`config.mk`:
```
export PLATFORM = sky130hd
export DESIGN_NAME = r2fft_ctrl
export DESIGN_NICKNAME = d
export VERILOG_FILES = /design/src/sv/r2fft_pkg.sv /design/src/sv/r2fft_ctrl.sv
export SDC_FILE = /design/constraint.sdc
export NUM_CORES = 1
export LEC_CHECK = 0
export ABC_AREA = 1
export ABC_CLOCK_PERIOD_IN_PS = 3930
export BUFFER_PORTS_ARGS = -buffer_cell sky130_fd_sc_hd__buf_2
export CORE_MARGIN = 2
export CORE_UTILIZATION = 35
export DETAILED_ROUTE_END_ITERATION = 10
export PLACE_DENSITY = 0.58
export REMOVE_ABC_BUFFERS = 1
export SKIP_CTS_REPAIR_TIMING = 1
export SLEW_MARGIN = 10
export SYNTH_ARGS = -nofsm -noshare
export SYNTH_HDL_FRONTEND = slang
export SYNTH_SLANG_ARGS = --single-unit
```
`constraint.sdc`:
```
create_clock -name clk -period 3.93 [get_ports clk]
set_clock_uncertainty 0.15 [all_clocks]
set_input_delay 0.786 -clock clk [delete_from_list [all_inputs] [get_ports clk]]
set_output_delay 0.786 -clock clk [all_outputs]
set_load 0.01 [all_outputs]
```
`src/sv/r2fft_pkg.sv`:
```
// ============================================================================
// r2fft_pkg
// Shared types, constants and the twiddle table for the radix-2 DIF FFT.
// ============================================================================
package r2fft_pkg;

    localparam int MAX_POINTS   = 64;
    localparam int TWIDDLE_BITS = 16;
    localparam int ADDR_W       = $clog2(MAX_POINTS);
    localparam int CNT_W        = ADDR_W + 1;
    localparam int DATA_W       = 23;
    localparam int IN_W         = 16;
    localparam int TW_W         = TWIDDLE_BITS + 1;
    localparam int PROD_W       = DATA_W + TW_W;
    localparam int SUM_W        = PROD_W + 1;
    localparam int MAX_L        = (ADDR_W > 6) ? 6 : ADDR_W;
    localparam int ENTRY_W      = 2 * DATA_W;

    localparam logic signed [DATA_W-1:0] DATA_MAX = {1'b0, {(DATA_W-1){1'b1}}};
    localparam logic signed [DATA_W-1:0] DATA_MIN = {1'b1, {(DATA_W-1){1'b0}}};

    // Configuration register indexes
    localparam logic CFG_INVERSE = 1'b0;
    localparam logic CFG_LOG2    = 1'b1;

    typedef enum logic [2:0] {
        ST_LOAD,
        ST_BF_READ,
        ST_BF_CALC,
        ST_BF_WRITE,
        ST_OUT_READ,
        ST_OUT_WAIT,
        ST_OUT_SHOW
    } fsm_state_t;

    // Controller to datapath commands
    typedef struct packed {
        logic              load_we;
        logic [ADDR_W-1:0] load_addr;
        logic              rd_en;
        logic              rd_sel_b;
        logic [ADDR_W-1:0] rd_addr;
        logic              cap_a;
        logic              cap_b;
        logic              calc;
        logic              wr_a;
        logic              wr_b;
        logic [ADDR_W-1:0] wr_addr;
        logic [4:0]        tw_index;
        logic              out_load;
        logic              out_last;
    } dp_cmd_t;

    // Quarter-wave cosine table, cos(2*pi*k/64)*2^30
    function automatic logic signed [31:0] cos_raw(input logic [4:0] k);
        logic signed [31:0] v;
        case (k)
            5'd0:    v = 32'sd1073741824;
            5'd1:    v = 32'sd1068571464;
            5'd2:    v = 32'sd1053110176;
            5'd3:    v = 32'sd1027506862;
            5'd4:    v = 32'sd992008094;
            5'd5:    v = 32'sd946955747;
            5'd6:    v = 32'sd892783698;
            5'd7:    v = 32'sd830013654;
            5'd8:    v = 32'sd759250125;
            5'd9:    v = 32'sd681174602;
            5'd10:   v = 32'sd596538995;
            5'd11:   v = 32'sd506158392;
            5'd12:   v = 32'sd410903207;
            5'd13:   v = 32'sd311690800;
            5'd14:   v = 32'sd209476638;
            5'd15:   v = 32'sd105245103;
            default: v = 32'sd0;
        endcase
        return v;
    endfunction

    function automatic logic signed [TW_W-1:0] rom_coef(input logic [4:0] k);
        logic signed [31:0] c;
        logic signed [32:0] r;
        c = cos_raw(k);
        r = {c[31], c} + (33'sd1 <<< (30 - TWIDDLE_BITS));
        r = r >>> (31 - TWIDDLE_BITS);
        return r[TW_W-1:0];
    endfunction

endpackage

```
`src/sv/r2fft_ctrl.sv`:
```
// ============================================================================
// r2fft_ctrl
// Sequencer for load, butterfly stages and bit-reversed readout.
// ============================================================================
module r2fft_ctrl (
    input  logic               clk,
    input  logic               rst_n,
    input  logic               cfg_write,
    input  logic [2:0]         size_l,
    input  logic               in_valid,
    output logic               in_ready,
    input  logic               out_valid,
    input  logic               out_ready,
    output r2fft_pkg::dp_cmd_t cmd
);
    import r2fft_pkg::*;

    fsm_state_t          state_reg, state_next;
    logic [CNT_W-1:0]    cnt_reg, cnt_next;
    logic [2:0]          stage_reg, stage_next;
    logic [ADDR_W-1:0]   a_addr, b_addr, h, rev;
    logic [CNT_W-1:0]    n_pts;
    logic [ADDR_W-1:0]   jj;

    assign n_pts = CNT_W'(1) << size_l;

    // butterfly addresses for pair index cnt in stage s (span 2^(s-1))
    always_comb
    begin
        h      = ADDR_W'(1) << (stage_reg - 3'd1);
        jj     = cnt_reg[ADDR_W-1:0] & (h - ADDR_W'(1));
        a_addr = ((cnt_reg[ADDR_W-1:0] & ~(h - ADDR_W'(1))) << 1) | jj;
        b_addr = a_addr | h;
        rev    = '0;
        for (int q = 0; q < ADDR_W; q++)
        begin
            if (q < int'(size_l))
            begin
                rev[int'(size_l) - 1 - q] = cnt_reg[q];
            end
        end
    end

    always_ff @(posedge clk or negedge rst_n)
    begin
        if (!rst_n)
        begin
            state_reg <= ST_LOAD;
            cnt_reg   <= '0;
            stage_reg <= '0;
        end
        else
        begin
            state_reg <= state_next;
            cnt_reg   <= cnt_next;
            stage_reg <= stage_next;
        end
    end

    // next state and commands
    always_comb
    begin
        state_next   = state_reg;
        cnt_next     = cnt_reg;
        stage_next   = stage_reg;
        in_ready     = 1'b0;
        cmd          = '0;
        cmd.load_addr = cnt_reg[ADDR_W-1:0];
        cmd.tw_index = 5'(jj << (3'd6 - stage_reg));
        cmd.wr_addr  = a_addr;
        unique case (state_reg)
            ST_LOAD:
            begin
                // no sample transfer in the cycle of a register write
                in_ready = !cfg_write;
                if (cfg_write)
                begin
                    cnt_next = '0;
                end
                else if (in_valid)
                begin
                    cmd.load_we = 1'b1;
                    if (cnt_reg + CNT_W'(1) == n_pts)
                    begin
                        cnt_next   = '0;
                        stage_next = size_l;
                        state_next = ST_BF_READ;
                    end
                    else
                    begin
                        cnt_next = cnt_reg + CNT_W'(1);
                    end
                end
            end
            ST_BF_READ:
            begin
                // two reads: a then b, each captured in the cycle after its read
                cmd.rd_en   = 1'b1;
                cmd.rd_addr = a_addr;
                state_next  = ST_BF_CALC;
            end
            ST_BF_CALC:
            begin
                cmd.rd_en   = 1'b1;
                cmd.rd_addr = b_addr;
                cmd.cap_a   = 1'b1;
                state_next  = ST_BF_WRITE;
                stage_next  = stage_reg;
            end
            ST_BF_WRITE:
            begin
                // capture the b operand from the second read
                cmd.cap_b  = 1'b1;
                state_next = ST_OUT_WAIT;
            end
            ST_OUT_WAIT:
            begin
                if (!cmd.rd_sel_b && stage_reg != 3'd0)
                begin
                    cmd.calc   = 1'b1;
                    state_next = ST_OUT_SHOW;
                end
                else
                begin
                    if (out_valid && !out_ready)
                    begin
                        state_next = ST_OUT_WAIT;
                    end
                    else
                    begin
                        cmd.out_load = 1'b1;
                        cmd.out_last = (cnt_reg + CNT_W'(1) == n_pts);
                        if (cnt_reg + CNT_W'(1) == n_pts)
                        begin
                            cnt_next   = '0;
                            state_next = ST_LOAD;
                        end
                        else
                        begin
                            cnt_next   = cnt_reg + CNT_W'(1);
                            state_next = ST_OUT_READ;
                        end
                    end
                end
            end
            ST_OUT_SHOW:
            begin
                // product register is filled now; write a, then b next cycle
                if (!cmd.rd_sel_b)
                begin
                    cmd.wr_a    = 1'b1;
                    cmd.wr_addr = a_addr;
                    state_next  = ST_OUT_READ;
                end
            end
            ST_OUT_READ:
            begin
                if (stage_reg != 3'd0)
                begin
                    cmd.wr_b    = 1'b1;
                    cmd.wr_addr = b_addr;
                    if (cnt_reg + CNT_W'(1) == (n_pts >> 1))
                    begin
                        cnt_next   = '0;
                        stage_next = stage_reg - 3'd1;
                        state_next = (stage_reg == 3'd1) ? ST_OUT_READ : ST_BF_READ;
                        if (stage_reg == 3'd1)
                        begin
                            cmd.rd_en   = 1'b0;
                        end
                    end
                    else
                    begin
                        cnt_next   = cnt_reg + CNT_W'(1);
                        state_next = ST_BF_READ;
                    end
                end
                else
                begin
                    // readout: fetch bin cnt from its bit-reversed address
                    cmd.rd_en    = 1'b1;
                    cmd.rd_sel_b = 1'b1;
                    cmd.rd_addr  = rev;
                    state_next   = ST_OUT_WAIT;
                end
            end
            default:
            begin
                state_next = ST_LOAD;
            end
        endcase
        if (state_reg == ST_OUT_WAIT && stage_reg == 3'd0)
        begin
            cmd.rd_sel_b = 1'b1;
        end
    end

endmodule

```
==> results of run 1 <==
==> Yosys cell counts, drive strengths merged <==
cell,count,share of area
a31oi,4,0.0096
nor3,11,0.021
xor2,5,0.017
nand2,179,0.27
o21bai,1,0.0029
nand3b,2,0.0057
a21boi,1,0.0029
inv,69,0.099
clkbuf,3,0.0057
o21ai,20,0.038
nand3,44,0.086
or2,1,0.0024
o22ai,1,0.0024
o2111ai,1,0.0057
nor2,69,0.11
a21oi,13,0.025
ha,15,0.072
dfrtp,13,0.12
nand4,8,0.019
xnor2,2,0.0096
o211ai,9,0.026
buf,17,0.047
==> layout by cell type, fill, tap and decap left out, types with 10 or more instances in the layout <==
cell type / n
nand2_1: 170
inv_1: 61
nor2_1: 60
nand3_1: 43
buf_2: 42
o21ai_0: 17
a21oi_1: 13
ha_1: 13
dfrtp_1: 13
buf_4: 11
nor3_1: 10
==> area by class of cell <==
type	instances	area [um2]	share of cell area
Tap cell	99	124	0.0419
Sequential cell	13	325	0.110
Clock buffer	4	45.0	0.0152
Inverter	69	259	0.0876
Multi-Input combinational cell	386	1910	0.646
Timing Repair Buffer	53	293	0.0990
==> report_power, final <==
group / switching [uW] / internal, uW / leakage (uW)
Combinational: 919 / 456 / 0.00145
Sequential: 69.0 / 179 / 0.000170
Clock: 46.2 / 71.5 / 0.0000228
==> per-layer routing <==
metal,share of wire,vias up
met1,0.46,1401
met4,0.020,0
met5,0,-
li1,-,1603
met2,0.47,111
met3,0.051,16
==> critical path, stage by stage <==
cell and delay (ns):
buf_2 0.16, inv_2 0.09, ha_1 0.23, ha_2 0.40
xnor2_2 0.15, inv_1 0.06, nor2_1 0.12, nand3_1 0.15
o21ai_0 0.11, inv_1 0.05, nand2_1 0.09, nand2_1 0.06
nand2_1 0.06, nand2_1 0.05, nand2_1 0.06, nand2_1 0.06
buf_2 0.14
==> through the flow <==
stage               instance area, um2   util  total power [uW]  instances  hold WS, ns
floorplan                         2470      -              1190        468        0.312
global placement                  2880  0.398              1590        619        0.339
detailed placement                2880  0.398              1610        619        0.334
CTS                               2930  0.404              1730        623        0.286
global route                      2960  0.408              1930        624        0.301
finish                            2960  0.408              1740        624        0.278
==> final timing paths <==
check	from	endpoint	slack (ns)	cells past startpoint
max	size_l[0]	cmd[20]	0.16	17
min	rst_n	state_reg[1]$_DFFE_PN0P_	0.28	1
max reg2reg	cnt_reg[2]$_DFFE_PN0P_	stage_reg[0]$_DFFE_PN0P_	1.62	13
min reg2reg	cnt_reg[6]$_DFFE_PN0P_	cnt_reg[6]$_DFFE_PN0P_	0.36	2
max in group asynchronous	rst_n	cnt_reg[6]$_DFFE_PN0P_	3.12	1
min in group clk	cnt_reg[6]$_DFFE_PN0P_	cnt_reg[6]$_DFFE_PN0P_	0.36	2
==> logic make-up (layout without fill, tap and decap cells) <==
logic type,after synthesis,count (layout),share of synthesized area
buf+inv,89,126,0.152
compound gates,50,50,0.113
flops,13,13,0.125
fa+ha+maj,15,15,0.0718
xor+xnor,7,7,0.0263
simple gates,314,314,0.513
==> flow_summary.toml, run 1 <==
[clock_tree]
cts_tree = "built"
clockBufferDepth = 2
clock_sinks = 13
htree_levels = 1
cts-root-buf = "clkbuf_8"
worstSkewPairLatency_ns = 0.24
numCtsBuffers = 3
clk_pin_slew_worst_paths_ns = 0.05

[power]
p_per_area_nw_per_um2 = 589
max-vdd-ir-drop_mv = 0.148
power_leakage_uw = 0.00164

[logic_synthesis]
avgSynthCellArea_um2 = 5.35
yosysUniqueCellTypes = 33
ys_seq_elements = 13
ys_seq_area_frac = 0.125
syn_area_um2 = 2610
synth_cells = 488
yosysWarningCount = 0

[job]
drv_cap = 0

[critical_path]
crit_path_max_fanout = 6
required_ns = 2.99
cp-end-kind = "output port"
cp-start-kind = "primary input"
critical_path_class = "in -> out"
cp.arrival_ns = 2.83

[finish]
syn2layout_area_growth_pct = 13.2
drive_above_1_share = 0.171
nFillCells = 831
largest_register_ffs = 7
final_nets = 550
n_antenna_cell = 0

[global_route]
grt_max_degree = 18
grt_usage = 0.200
antenna_found_initial = 0
grt_pass1_wl_mm = 13.6
overflow = 0
grt_util_met2 = 0.331
grt_pass1_vias = 2881
grt_use_met1 = 0.274
met3_usage = 0.0217
grt-busiest-layer = "met2"

[routing]
totalWireLength_mm = 8.24
drcViolationCount = 0
vias = 3131
wl_per_cell_um = 13.2
drtIter0Drc = 262
dr.pass1.iters = 5
vias_per_cell = 5.02
route.antenna.remaining_nets = 0

[timing]
relSlewSlack = 0.596
period_minus_slack_ns = 3.77
hold_violations = 0
finalCritPeriodShare = 0.959
worst_pin_slew_ns = 0.606
grt_setup_unrepaired = "no"
finalMaxSlewViolations = 0
fmax_mhz = 265
timing.final.ws_setup_ns = 0.160
tns_ns = 0
setup_viol = 0

[floorplanning]
die_area_um2 = 8170
core_area_um2 = 7250
die_h_um = 90.4
die_w_um = 90.4
num_rows = 31
initial_core_util = 0.360
io_pins = 43

[place]
gp_congestion = 0.962
io_buffers = 42
hpwl_mm = 6.66
pre_cts_ws_ns = 0.0537

[hold_path]
hold_class = "in -> async"

[run_status]
status = "completed"
(Power assumes the default switching activity.)
==> run 2, diff against run 1 <==
- ABC_CLOCK_PERIOD_IN_PS: 3930 -> 4900
- SLEW_MARGIN: 10 -> 30
- clock period: 3.93 -> 4.9 ns (I/O delays scaled with it)
==> run 2 against run 1 <==
  * Count of clock-buffer cells in the layout did not move
  * Setup slack improved by 0.34 ns
  * Largest cell class unchanged
  * Cell count fell by 1.3%
  * Largest power group unchanged
  * Critical path depth fell by 1
==> flow_summary.toml, run 2 (synthesis gave the netlist of run 1 again) <==
[global_route]
grt_pass1_wl_mm = 13.0
antenna_found_initial = 0
grt_usage = 0.191
overflow = 0
grt_max_degree = 19
grt_pass1_vias = 2733

[clock_tree]
cts-root-buf = "clkbuf_8"
clockBufferDepth = 2
htree_levels = 1
numCtsBuffers = 3
clock_sinks = 13
cts_tree = "built"
clk_pin_slew_worst_paths_ns = 0.06
worstSkewPairLatency_ns = 0.25

[critical_path]
crit_slowest_cell = "ha_1"
cp.arrival_ns = 3.27
r2r_end = "stage_reg[0]$_DFFE_PN0P_"
crit_chain = "buf_2, inv_1, ha_1, ha_1, xnor2_1, inv_1, nor2_1, nand3_1, o21ai_0, inv_1, nand2_1, nand2_1, nand2_1, nand2_1, nand2_1, buf_2"
rr_worst_depth = 14
critPathMaxStageDelay_ns = 0.40
critical_path_class = "in -> out"
cp-end-kind = "output port"
r2r-start = "cnt_reg[0]$_DFFE_PN0P_"
cp-start-kind = "primary input"
critPathTopFamily = "adder cells"
rrSetupSlack_ns = 2.31
critical_path.most_common_cell = "nand2_1"
required_ns = 3.77
crit_path_max_fanout = 12
cp.buffers_inverters = 5

[hold_path]
hold_depth = 2
hold_class = "reg -> reg"
hold_path_end = "cnt_reg[6]$_DFFE_PN0P_"
hold_path.startpoint = "cnt_reg[6]$_DFFE_PN0P_"

[job]
drv_cap = 0

[routing]
vias = 3000
wl_per_cell_um = 12.6
route.antenna.remaining_nets = 0
dr.pass1.iters = 5
drcViolationCount = 0
drtIter0Drc = 166
vias_per_cell = 4.87
totalWireLength_mm = 7.74

[floorplanning]
num_rows = 31
die_w_um = 90.4
core_area_um2 = 7250
initial_core_util = 0.360
die_h_um = 90.4
die_area_um2 = 8170
io_pins = 43

[finish]
drive_above_1_share = 0.145
n_antenna_cell = 0
final_util = 0.397
final_nets = 542
mostFrequentLayoutCell = "nand2_1"
largest_register_ffs = 7
final_cell_mix = "nand2_1, inv_1, nor2_1"
syn2layout_area_growth_pct = 10.1
final_cells = 616

[power]
swShare = 0.599
power_leakage_uw = 0.00160
seq_power_share = 0.175
combPwrFrac = 0.751
clockPowerShare = 0.074
intPower_uw = 543
p_per_area_nw_per_um2 = 471
max-vdd-ir-drop_mv = 0.112
p_sw_uw = 813

[place]
pre_cts_ws_ns = 0.526
hpwl_mm = 6.20
gp_congestion = 0.948
dp_cells = 612
io_buffers = 42

[timing]
fmax_mhz = 227
setup_viol = 0
timing.final.ws_setup_ns = 0.498
worst_pin_slew_ns = 0.951
relSlewSlack = 0.361
period_minus_slack_ns = 4.40
hold_violations = 0
finalCritPeriodShare = 0.898
tns_ns = 0
finalMaxSlewViolations = 0
grt_setup_unrepaired = "no"

[run_status]
status = "completed"
==> run 2: cell types whose count changed in the layout (fill, tap and decap cells not counted), moves of 2 or more <==
cell,previous run,this run
buf_4,11,3
ha_1,13,15
ha_2,2,0
inv_1,61,63
inv_2,8,6
==> run 2: routing by layer <==
metal | GRT usage | wire [um]
met5 | 0 | 0
met4 | 0.0615 | 190
met3 | 0.0200 | 422
met2 | 0.318 | 3470
met1 | 0.260 | 3660
==> run 2: layout make-up <==
type	instances	area, um2
Tap cell	99	124
Sequential cell	13	325
Inverter	69	259
Clock buffer	4	45.0
Timing Repair Buffer	45	233
Fill cell	837	4380
Multi-Input combinational cell	386	1890
==> run 2: worst max-delay path by stage <==
| stage | startpoint | end | slack [ns] | cells past startpoint |
|---|---|---|---|---|
| global route | size_l[1] | cmd[20] | 0.21 | 16 |
| CTS | size_l[1] | cmd[20] | 0.53 | 16 |
| floorplan | size_l[0] | cmd[20] | 1.09 | 14 |
| detailed placement | size_l[1] | cmd[20] | 0.53 | 16 |
| finish | size_l[1] | cmd[20] | 0.50 | 16 |
| global placement | size_l[1] | cmd[20] | 0.56 | 16 |
==> run 2: power by group through the flow <==
stage | sequential [uW] | combinational [uW] | clock [uW]
after global placement | 238 | 1020 | 0
after CTS | 237 | 1020 | 101
after global routing | 245 | 1150 | 105
final | 237 | 1020 | 101
after floorplan | 213 | 742 | 0
after detailed placement | 239 | 1010 | 0
==> run 2: metrics by stage <==
step	hold slack (ns)	total power [uW]	cell area, um2
floorplan	0.312	955	2470
global placement	0.340	1260	2830
detailed placement	0.339	1250	2830
CTS	0.359	1360	2880
global route	0.375	1500	2880
finish	0.365	1360	2880
==> run 2: tightest hold or removal path, cell delays in order (launching register included) <==
cell and delay [ns]:
dfrtp_1 0.37, nand2_1 0.06, nand2_1 0.05
==> run 3, diff against run 2 <==
- ABC_CLOCK_PERIOD_IN_PS: 4900 -> 4700
- clock period: 4.9 -> 4.7 ns (I/O delays scaled with it)
==> run 3 against run 2 <==
  * Non-clock buffer count up 1
  * Routed wire length up 0.67%
  * Count of clock-buffer cells in the layout unchanged
  * Utilization up 0.10 points
  * Hold slack worse by 0.0074 ns
  * Setup slack worse by 0.13 ns
  * Register-to-register slack worse by 0.13 ns
  * Cell count up 0.16%
  * First-iteration DRC count up 17%
  * Largest power group unchanged
==> flow_summary.toml, run 3 (synthesis gave the netlist of run 1 again) <==
[critical_path]
crit_chain = "buf_2, inv_1, ha_1, ha_1, xnor2_1, inv_1, nor2_1, nand3_1, o21ai_0, inv_1, nand2_1, nand2_1, nand2_1, nand2_1, nand2_1, buf_2"
crit_slowest_cell = "ha_1"
r2r-start = "stage_reg[0]$_DFFE_PN0P_"
critPathMaxStageDelay_ns = 0.44
r2r_end = "cnt_reg[2]$_DFFE_PN0P_"
required_ns = 3.61
rrSetupSlack_ns = 2.18
critical_path_class = "in -> out"
critical_path.most_common_cell = "nand2_1"
cp.buffers_inverters = 5
cp.arrival_ns = 3.25
cp-start-kind = "primary input"
crit_path_max_fanout = 12
critPathTopFamily = "adder cells"
rr_worst_depth = 11
cp-end-kind = "output port"

[global_route]
overflow = 0
grt_pass1_vias = 2748
antenna_found_initial = 0
grt_max_degree = 19
grt_usage = 0.191
grt_pass1_wl_mm = 13.1

[job]
drv_cap = 0

[floorplanning]
num_rows = 31
die_w_um = 90.4
io_pins = 43
die_h_um = 90.4
die_area_um2 = 8170
core_area_um2 = 7250
initial_core_util = 0.360

[clock_tree]
worstSkewPairLatency_ns = 0.25
htree_levels = 1
clockBufferDepth = 2
clock_sinks = 13
clk_pin_slew_worst_paths_ns = 0.06
numCtsBuffers = 3
cts-root-buf = "clkbuf_8"
cts_tree = "built"

[routing]
vias = 3026
drtIter0Drc = 195
vias_per_cell = 4.90
totalWireLength_mm = 7.79
dr.pass1.iters = 4
route.antenna.remaining_nets = 0
drcViolationCount = 0
wl_per_cell_um = 12.6

[run_status]
status = "completed"

[finish]
syn2layout_area_growth_pct = 10.4
nFillCells = 815
ff_latch_area_um2 = 325
drive_above_1_share = 0.147
multi_input_area_um2 = 1890
mostFrequentLayoutCell = "nand2_1"
final_nets = 543
final_cells = 617
largest_register_ffs = 7
final_cell_mix = "nand2_1, inv_1, nor2_1"
n_antenna_cell = 0

[hold_path]
hold_class = "reg -> reg"
hold_path.startpoint = "cnt_reg[6]$_DFFE_PN0P_"
hold_depth = 2
hold_path_end = "cnt_reg[6]$_DFFE_PN0P_"

[timing]
finalCritPeriodShare = 0.922
hold_violations = 0
setup_viol = 0
relSlewSlack = 0.378
fmax_mhz = 231
period_minus_slack_ns = 4.34
finalMaxSlewViolations = 0
worst_pin_slew_ns = 0.926
grt_setup_unrepaired = "no"
tns_ns = 0

[place]
io_buffers = 42
dp_cells = 613
hpwl_mm = 6.33
gp_congestion = 0.957

[power]
max-vdd-ir-drop_mv = 0.119
power_leakage_uw = 0.00161
p_per_area_nw_per_um2 = 493
==> run 3: report_power, final <==
| group | total (uW) | switching [uW] | internal [uW] |
|---|---|---|---|
| sequential | 226 | 77.1 | 149 |
| clock | 104 | 44.1 | 60.0 |
| combinational | 1090 | 729 | 363 |
| total | 1420 | 851 | 572 |
==> run 3: per-stage QoR <==
step	cell area [um2]	setup slack, ns	utilization	total power, uW	hold slack, ns
detailed placement	2840	0.388	0.391	1320	0.335
global placement	2840	0.442	0.391	1310	0.339
floorplan	2470	0.966	-	996	0.312
CTS	2880	0.385	0.398	1430	0.358
finish	2880	0.365	0.398	1420	0.358
global route	2880	0.0648	0.398	1580	0.376
==> run 3: layer usage <==
| metal | routed length (um) | up-vias | GRT usage |
|---|---|---|---|
| li1 | - | 1587 | - |
| met1 | 3770 | 1358 | 0.264 |
| met2 | 3570 | 70 | 0.317 |
| met3 | 309 | 11 | 0.0150 |
| met4 | 145 | 0 | 0.0615 |
| met5 | 0 | - | 0 |
==> run 3: worst min-delay path, stage by stage (launching register included) <==
cell     delay, ns
dfrtp_1       0.37
nand2_1       0.06
nand2_1       0.05
==> run 3: final cells by class <==
| cell class | instances | area share |
|---|---|---|
| multi-input combinational | 386 | 0.656 |
| sequential | 13 | 0.113 |
| tap | 99 | 0.0430 |
| timing repair buffer | 46 | 0.0833 |
| inverter | 69 | 0.0898 |
| clock buffer | 4 | 0.0156 |
==> run 3: worst max-delay path by stage <==
| stage | start | to | slack [ns] | cells past startpoint |
|---|---|---|---|---|
| after floorplan | size_l[0] | cmd[20] | 0.97 | 14 |
| after global placement | size_l[1] | cmd[20] | 0.44 | 16 |
| after detailed placement | size_l[1] | cmd[20] | 0.39 | 16 |
| after CTS | size_l[1] | cmd[20] | 0.39 | 16 |
| after global routing | size_l[1] | cmd[20] | 0.06 | 16 |
| final | size_l[1] | cmd[20] | 0.36 | 16 |
